<file path="config.mk">
export PLATFORM = sky130hd
export DESIGN_NAME = pcls_geom
export DESIGN_NICKNAME = d
export VERILOG_FILES = /design/src/pcls_pkg.sv /design/src/pcls_geom.sv
export SDC_FILE = /design/constraint.sdc
export NUM_CORES = 2
export LEC_CHECK = 0
export BUFFER_PORTS_ARGS = -buffer_cell sky130_fd_sc_hd__buf_2
export CAP_MARGIN = 10
export CORE_UTILIZATION = 43
export DETAILED_ROUTE_END_ITERATION = 7
export PLACE_DENSITY = 0.69
export SLEW_MARGIN = 25
export SYNTH_ARGS = -nofsm -noshare
export SYNTH_HDL_FRONTEND = slang
export SYNTH_SLANG_ARGS = --single-unit
</file>
<file path="constraint.sdc">
create_clock -name clk -period 12.79 [get_ports clk]
set_input_delay 0.6395 -clock clk [delete_from_list [all_inputs] [get_ports clk]]
set_output_delay 0.6395 -clock clk [all_outputs]
set_load 0.01 [all_outputs]
</file>
<file path="src/pcls_pkg.sv">
// Shared types, constants and the tangent table for the point cloud to laser scan block.
// No dependencies; used by pcls_geom, pcls_mem and point_cloud_to_laser_scan_top.
package pcls_pkg;

    // Default beam count, one beam per degree
    localparam int BEAMS_DEF = 360;

    // Stored range that marks an empty beam
    localparam logic [15:0] EMPTY_RANGE = 16'hFFFF;

    // Register reset value for the height limit
    localparam logic [14:0] Z_LIMIT_RST = 15'd100;

    // Opcodes
    localparam logic OP_ADD   = 1'b0;
    localparam logic OP_DRAIN = 1'b1;

    // Tangent table scale and last entry used in the octant search
    localparam logic [29:0] TAN_SCALE = 30'd1000000000;
    localparam logic [5:0]  TAN_LAST  = 6'd44;

    // Angle codes are 2*floor(deg) + (1 when not a whole degree)
    localparam logic [7:0] CODE_ZERO  = 8'd0;
    localparam logic [7:0] CODE_DIAG  = 8'd90;
    localparam logic [7:0] CODE_RIGHT = 8'd180;

    // Bin arithmetic in degrees
    localparam logic [9:0] HALF_TURN = 10'd180;
    localparam logic [9:0] FULL_TURN = 10'd360;

    // Result of the angle/range unit
    typedef struct packed {
        logic        done;
        logic [7:0]  code;
        logic [15:0] range;
    } geom_res_t;

    // tan(k degrees) * 1e9, rounded to nearest
    function automatic logic [29:0] tan_e9(input logic [5:0] k);
        logic [29:0] t;
        unique case (k)
            6'd1:  t = 30'd17455065;
            6'd2:  t = 30'd34920769;
            6'd3:  t = 30'd52407779;
            6'd4:  t = 30'd69926812;
            6'd5:  t = 30'd87488664;
            6'd6:  t = 30'd105104235;
            6'd7:  t = 30'd122784561;
            6'd8:  t = 30'd140540835;
            6'd9:  t = 30'd158384440;
            6'd10: t = 30'd176326981;
            6'd11: t = 30'd194380309;
            6'd12: t = 30'd212556562;
            6'd13: t = 30'd230868191;
            6'd14: t = 30'd249328003;
            6'd15: t = 30'd267949192;
            6'd16: t = 30'd286745386;
            6'd17: t = 30'd305730681;
            6'd18: t = 30'd324919696;
            6'd19: t = 30'd344327613;
            6'd20: t = 30'd363970234;
            6'd21: t = 30'd383864035;
            6'd22: t = 30'd404026226;
            6'd23: t = 30'd424474816;
            6'd24: t = 30'd445228685;
            6'd25: t = 30'd466307658;
            6'd26: t = 30'd487732589;
            6'd27: t = 30'd509525449;
            6'd28: t = 30'd531709432;
            6'd29: t = 30'd554309051;
            6'd30: t = 30'd577350269;
            6'd31: t = 30'd600860619;
            6'd32: t = 30'd624869352;
            6'd33: t = 30'd649407593;
            6'd34: t = 30'd674508517;
            6'd35: t = 30'd700207538;
            6'd36: t = 30'd726542528;
            6'd37: t = 30'd753554050;
            6'd38: t = 30'd781285627;
            6'd39: t = 30'd809784033;
            6'd40: t = 30'd839099631;
            6'd41: t = 30'd869286738;
            6'd42: t = 30'd900404044;
            6'd43: t = 30'd932515086;
            6'd44: t = 30'd965688775;
            default: t = 30'd0;
        endcase
        return t;
    endfunction

endpackage

</file>
<file path="src/pcls_geom.sv">
// Iterative azimuth and planar range unit: binary search over the tangent table
// plus a bit-pair square root, 16 iterations. Depends on pcls_pkg.
module pcls_geom
(
    input  logic                 clk,
    input  logic                 rst_n,
    input  logic                 start,
    input  logic [15:0]          ax,
    input  logic [15:0]          ay,
    output pcls_pkg::geom_res_t  res
);

    logic        busy_reg;
    logic        done_reg;
    logic [3:0]  iter_reg;
    logic [5:0]  lo_reg;
    logic        eq_reg;
    logic [45:0] lhs_reg;
    logic [15:0] a_reg;
    logic        mirror_reg;
    logic        special_reg;
    logic [7:0]  spec_code_reg;
    logic [31:0] s_reg;
    logic [31:0] root_reg;

    logic        search;
    logic [5:0]  step;
    logic [5:0]  cand;
    logic [45:0] rhs;
    logic        take;
    logic [31:0] sbit;
    logic [31:0] trial;
    logic        ge;
    logic        odd;
    logic [6:0]  oct_code;
    logic [6:0]  ce;
    logic [7:0]  mir_code;

    // Octant search step: one table compare per cycle over the first six iterations
    always_comb
    begin
        search = (iter_reg < 4'd6);
        step   = 6'd32 >> iter_reg[2:0];
        cand   = lo_reg + step;
        rhs    = 46'(a_reg) * 46'(pcls_pkg::tan_e9(cand));
        take   = search && (cand <= pcls_pkg::TAN_LAST) && (lhs_reg >= rhs);
    end

    // Square root step: two bits of the radicand per cycle
    always_comb
    begin
        sbit  = 32'd1 << (5'd30 - {iter_reg, 1'b0});
        trial = root_reg + sbit;
        ge    = (s_reg >= trial);
    end

    // Angle code from the search result, mirrored for the upper octant
    always_comb
    begin
        odd      = !eq_reg;
        oct_code = {lo_reg, odd};
        ce       = 7'(lo_reg) + 7'(odd);
        mir_code = 8'(pcls_pkg::CODE_RIGHT - {ce, 1'b0}) + 8'(odd);
    end

    assign res.done  = done_reg;
    assign res.code  = special_reg ? spec_code_reg :
                       (mirror_reg ? mir_code : {1'b0, oct_code});
    assign res.range = root_reg[15:0];

    // Control
    always_ff @(posedge clk or negedge rst_n)
    begin
        if (!rst_n)
        begin
            busy_reg <= 1'b0;
            done_reg <= 1'b0;
            iter_reg <= '0;
        end
        else
        begin
            done_reg <= busy_reg && !start && (iter_reg == 4'd15);
            if (start)
            begin
                busy_reg <= 1'b1;
                iter_reg <= '0;
            end
            else if (busy_reg)
            begin
                iter_reg <= iter_reg + 4'd1;
                if (iter_reg == 4'd15)
                    busy_reg <= 1'b0;
            end
        end
    end

    // Datapath
    always_ff @(posedge clk)
    begin
        if (start)
        begin
            lo_reg   <= '0;
            eq_reg   <= 1'b0;
            root_reg <= '0;
            s_reg    <= 32'(ax) * 32'(ax) + 32'(ay) * 32'(ay);
            if (ay < ax)
            begin
                lhs_reg    <= 46'(ay) * 46'(pcls_pkg::TAN_SCALE);
                a_reg      <= ax;
                mirror_reg <= 1'b0;
            end
            else
            begin
                lhs_reg    <= 46'(ax) * 46'(pcls_pkg::TAN_SCALE);
                a_reg      <= ay;
                mirror_reg <= 1'b1;
            end
            // Axis and diagonal cases are exact
            priority if (ay == 16'd0)
            begin
                special_reg   <= 1'b1;
                spec_code_reg <= pcls_pkg::CODE_ZERO;
            end
            else if (ax == 16'd0)
            begin
                special_reg   <= 1'b1;
                spec_code_reg <= pcls_pkg::CODE_RIGHT;
            end
            else if (ax == ay)
            begin
                special_reg   <= 1'b1;
                spec_code_reg <= pcls_pkg::CODE_DIAG;
            end
            else
            begin
                special_reg   <= 1'b0;
                spec_code_reg <= pcls_pkg::CODE_ZERO;
            end
        end
        else if (busy_reg)
        begin
            if (take)
            begin
                lo_reg <= cand;
                eq_reg <= (lhs_reg == rhs);
            end
            if (ge)
            begin
                s_reg    <= s_reg - trial;
                root_reg <= (root_reg >> 1) + sbit;
            end
            else
            begin
                root_reg <= root_reg >> 1;
            end
        end
    end

endmodule

</file>
# Word level (Yosys, flattened, before mapping)
# Memories as Yosys holds them, arrays and structs flattened.
# Cells that the tools add are included.
[word_totals] regBits=149 latch_bits=0 ramBits=0 romBits=1920 output_inout_bits=25 n_memories=1
[classes] add_sub_neg=10 multipliers=5 div=0 magnitude_cmp=5 n_eq_ne=3 shifts=2 muxes=17 bitwise_logic=0 n_reduce_logical=13
[memory_table] name="(no name shown)" words=64 width=30 rd=1 rd_ports_with_merged_regs=0 write_ports=0 line_no="pcls_pkg.sv:41" rtl="unique case (k)"
[ops] op="2-to-1 mux 32 bit" n=4
[ops] op="multiplier 16 x 21 -> 37 bit (second input constant)" n=2
[ops] op="adder 32 bit" n=2
[ops] op="multiplier 16 x 16 -> 32 bit" n=2
[ops] op="== test 46 bit" n=1
[ops] op="greater-or-equal comparator 46 bit" n=1
[ops] op="multiplier 16 x 30 -> 46 bit" n=1
[ops] op="2-to-1 mux 46 bit" n=1
[ops] op="adder 31 x 32 -> 32 bit" n=1
[ops] op="greater-or-equal comparator 32 bit" n=1
[ops] op="zero test 16 bit" n=2
[ops] op="<< shifter 1 x 5 -> 32 bit (first input constant)" n=1
[ops] op="subtractor 32 bit" n=1
[ops] op="2-to-1 mux 8 bit" n=3
[ops] op="== test 16 bit" n=1
[ops] op="less-than comparator 16 bit" n=1
[ops] op="2-to-1 mux 16 bit" n=1
[ops] op="adder 8 x 1 -> 8 bit" n=1
[ops] op="2-to-1 mux 4 bit" n=2
[ops] op="subtractor 8 bit (first input constant)" n=1
[ops] op="adder 6 x 1 -> 7 bit" n=1
[ops] op="2-to-1 mux 7 bit" n=1
[ops] op="adder 6 bit" n=1
[ops] op="less-or-equal comparator 6 bit (second input constant)" n=1
[ops] op="other kinds (11)" n=21

# Logic depth before layout (Yosys ltp)
[logic_depth] depth_word=7 depth_mapped=48 ltp_nobuf=46

# Least setup slack after synthesis
# Ideal clock, no wire load.
[synth_path] kind="reg2reg" start="reg iter_reg[0]" end="reg lo_reg[1]" t_arrival_ps=11654 required_time_ps=12658 setup_slack_ps=1005 path_stages_with_launch=47 period_less_slack_ps=11785 cell_sequence="dfrtp_1 inv_1 ha_1 and2_1 ha_1 xnor2_1 clkinv_1 clkbuf_1 ha_1 clkbuf_1 clkbuf_1 nor2_1 a211o_1 o2bb2ai_2 buf_2 nand2_1 fa_1 inv_1 [11 not listed] o21ai_0 a2111oi_1 nand4_1 a31oi_1 o21ai_1 o31a_1 nor4_1 a311oi_1 ha_1 nand4_1 nor3_1 nand2_1 nor4_1 nand3_1 a211o_1 a211o_1 a21oi_1 nor3_1"
[synth_via] elab_chain_len=7 word_cells_on_any_way=10
[synth_rtl] element="from (decl)" line_no="pcls_geom.sv:15" rtl="logic [3:0] iter_reg;"
[synth_rtl] element="from (signal assigned)" line_no="pcls_geom.sv:90" rtl="iter_reg <= iter_reg + 4'd1;"
[synth_rtl] element="right shift 6 x 3 -> 6 bit (*)" line_no="pcls_geom.sv:43" rtl="step = 6'd32 >> iter_reg[2:0];"
[synth_rtl] element="adder 6 bit (*)" line_no="pcls_geom.sv:44" rtl="cand = lo_reg + step;"
[synth_rtl] element="named net cand[1]" line_no="pcls_geom.sv:28" rtl="logic [5:0] cand;"
[synth_rtl] element="memory (64 x 30 bit)"
[synth_rtl] element="multiplier 16 x 30 -> 46 bit" line_no="pcls_geom.sv:45" rtl="rhs = 46'(a_reg) * 46'(pcls_pkg::tan_e9(cand));"
[synth_rtl] element="greater-or-equal comparator 46 bit" line_no="pcls_geom.sv:46" rtl="take = search && (cand <= pcls_pkg::TAN_LAST) && (lhs_reg >= rhs);"
[synth_rtl] element="logical AND 1 bit" line_no="pcls_geom.sv:46"
[synth_rtl] element="AND reduction 2 bit (no line)"
[synth_rtl] element="to (signal assigned)" line_no="pcls_geom.sv:144" rtl="lo_reg <= cand;"
[synth_rtl] element="to (decl)" line_no="pcls_geom.sv:16" rtl="logic [5:0] lo_reg;"
# Mark *: on every way through the listed nets, which the timed path passes. The rest lies on a longest branch.
# A chain may end at the register's enable or synchronous reset.

# Final worst setup path
[layout_path] start="reg iter_reg[0]" end="reg lo_reg[1]"
[layout_via] elab_chain_len=7 word_cells_on_any_way=10
[layout_rtl] element="right shift 6 x 3 -> 6 bit" line_no="pcls_geom.sv:43"
[layout_rtl] element="adder 6 bit" line_no="pcls_geom.sv:44"
[layout_rtl] element="memory (64 x 30 bit)"
[layout_rtl] element="multiplier 16 x 30 -> 46 bit" line_no="pcls_geom.sv:45"
[layout_rtl] element="greater-or-equal comparator 46 bit" line_no="pcls_geom.sv:46"
[layout_rtl] element="logical AND 1 bit" line_no="pcls_geom.sv:46"
[layout_rtl] element="AND reduction 2 bit (no line)"
# Several ways; a longest one is shown, not always the timed one.

==> flow_summary.ini <==
[synthesis]
syn_inst = 6168
syn_area_um2 = 55770
synth-edff-count = 90
ys_types = 101
synthTopCellsByCount = 1335 x inv_1, 1043 x fa_1, 771 x ha_1, 593 x nand2_1, 309 x nor2_1
synthArstFlopShare_pct = 4.444
synth_seq_cells = 135
synth_top_area_share_pct = 37.44
yosysTopAreaCell = fa_1
yosysSeqAreaShare_pct = 6.515
yosysWarnings = 0
syn_area_per_cell_um2 = 9.042
yosysMostFrequentCell = inv_1
synthFlopType = edfxtp_1
ys_top_cells_by_area = fa_1 37%, ha_1 17%, inv_1 9.0%
syn-num-nets = 8017

[timing]
whs_ns = 0.5365
grt_setup_unrepaired = no
setup_violations = 0
max_freq_mhz = 82.92
clock_skew_ns = 0.01770
hold_viol_final = 0
drv_slew = 0
period_needed_ns = 12.06
tns_ns = 0
tightest_slew_ns = 1.170
max_slew_margin_pct = 20.99
period_share_pct = 94.29

[floorplan]
io_pins = 60
die_w_um = 362.1
design.die.area_um2 = 131100
start_util_pct = 43.51
fp-row-count = 131
core_area_um2 = 128200
fp.dieH_um = 362.1

[grt]
grt_max_degree = 96
grt.total_usage_pct = 25.23
antenna_found_initial = 6
grt_pass1_vias = 45500
grt-ovfl-total = 0
grt_pass1_wl_um = 256400

[clock_network]
cts_buffers = 17
cts_sinks = 135
htree_levels = 4
insertion_delay_ns = 0.48
root_buffer = clkbuf_16
path_clk_slew_ns = 0.07
cts_tree = yes
cts_buffer_depth = 2

[placed_design]
placed_cells = 7830
io_buffers = 59
gp_congestion = 0.9683
dp_hpwl_um = 131600

[setup_path]
rr_worst_depth = 43
criticalPathCategory = reg -> reg
cp.required_ns = 13.12
slowest_delay_ns = 0.53
r2r_end = lo_reg[1]
cp-endpoint = lo_reg[1]
worstSetupStartpointType = flop
rr_startpoint = iter_reg[0]
cp_common_cell = fa_1
cp-startpoint = iter_reg[0]
worstPathMaxFanout = 12
worstPathArrival_ns = 12.39
critPathCaptureType = flop
rrSetupSlack_ns = 0.73
crit_slowest_cell = fa_1

[drt]
wl_um = 160900
ant_nets = 0
drc = 0
vias = 43250
wl_per_cell_um = 20.44
drtIter0Drc = 3529
dr.pass1.iters = 7
vias_per_cell = 5.497

[finish]
fill_cells = 12400
area_growth_pct = 5.330
largest_reg_flops = 37
drive_above_1_share_pct = 4.791
fin_cells = 7868
num-nets-final = 7973

[hold_path]
hold_path.class = in -> async

[job]
cap_viol_max_count = 0

[outcome]
outcome = finished, final reports clean
==> layer usage <==
metal | GRT usage (%) | vias to the layer above | part of all wire, %
li1 | - | 19530 | -
met3 | 4.297 | 320 | 8.4
met4 | 10.37 | 2 | 4.4
met2 | 39.96 | 1735 | 45
met5 | 0 | - | 0.0081
met1 | 34.14 | 21660 | 42
==> metrics by stage <==
step	utilization [%]	setup slack, ns	cell area [um2]
2_1_floorplan	-	1.005	55770
3_3_place_gp	45.25	0.5543	58000
3_5_place_dp	45.25	0.3808	58000
4_1_cts	45.73	0.3192	58610
5_1_grt	45.83	0.005507	58740
6_report	45.83	0.7301	58750
==> layout make-up <==
class / instances / area, um2 / area share, %
repair buffers: 154 / 1050 / 1.787
multi-input cells: 4460 / 46210 / 78.66
clock buffers: 21 / 503.0 / 0.8562
clock inverters: 11 / 92.59 / 0.1576
well taps: 1729 / 2163 / 3.682
flip-flops and latches: 135 / 3635 / 6.187
diodes: 2 / 5.005 / 0.008519
inverters: 1356 / 5090 / 8.664
==> cells in the final DEF (no fill, tap or decap), types with 34 or more instances in the layout <==
cell type	instances
buf_2	58
a21o_1	102
buf_4	90
nor2b_1	43
nor2_1	308
nand2_1	593
a21oi_1	235
a211oi_1	57
dfxtp_1	39
nor3_1	66
o21bai_1	34
edfxtp_1	90
fa_1	1043
o21ai_0	178
ha_1	771
xor2_1	84
and2_1	200
nand3_1	63
inv_1	1335
a31oi_1	49
xnor2_1	126
==> how the worst min path moves through the flow <==
| stage | depth (start not counted) | endpoint | slack, ns |
|---|---|---|---|
| 6_report | 2 | done_reg | 0.54 |
| 4_1_cts | 2 | done_reg | 0.49 |
| 5_1_grt | 2 | iter_reg[0] | 0.54 |
| 2_1_floorplan | 0 | busy_reg | 0.34 |
| 3_5_place_dp | 1 | done_reg | 0.48 |
| 3_3_place_gp | 1 | done_reg | 0.48 |
==> critical path: cells and delay by family, from the launching register on <==
family | cells | cell delay (ns)
AO/OA/AOI/OAI | 13 | 3.65
adder cells (fa/ha/maj) | 10 | 4.31
buffers and inverters | 8 | 0.95
AND/OR/NAND/NOR | 11 | 2.17
XOR/XNOR | 1 | 0.38
flip-flops | 1 | 0.42
==> kinds of logic after synthesis <==
group                      synth area share (%)
adders and majority gates                 54.76
buffers and inverters                     10.92
and+or+nand+nor                           12.24
AOI/OAI and AO/OA                         11.23
xor gates and xnor gates                  3.479
DFF                                       6.515
muxes                                    0.8592
==> repair_timing <==
action | in CTS | in global routing
hold buffers | 1 | 0
endpoints found under the hold margin | 6 | 0
setup endpoints to repair | 0 | 7
gates resized for setup | 0 | 18
setup buffers | 0 | 3
Power is left out: the tool's default activity adds up to more than one toggle a clock period on the data nets, which glitch-free logic cannot reach.
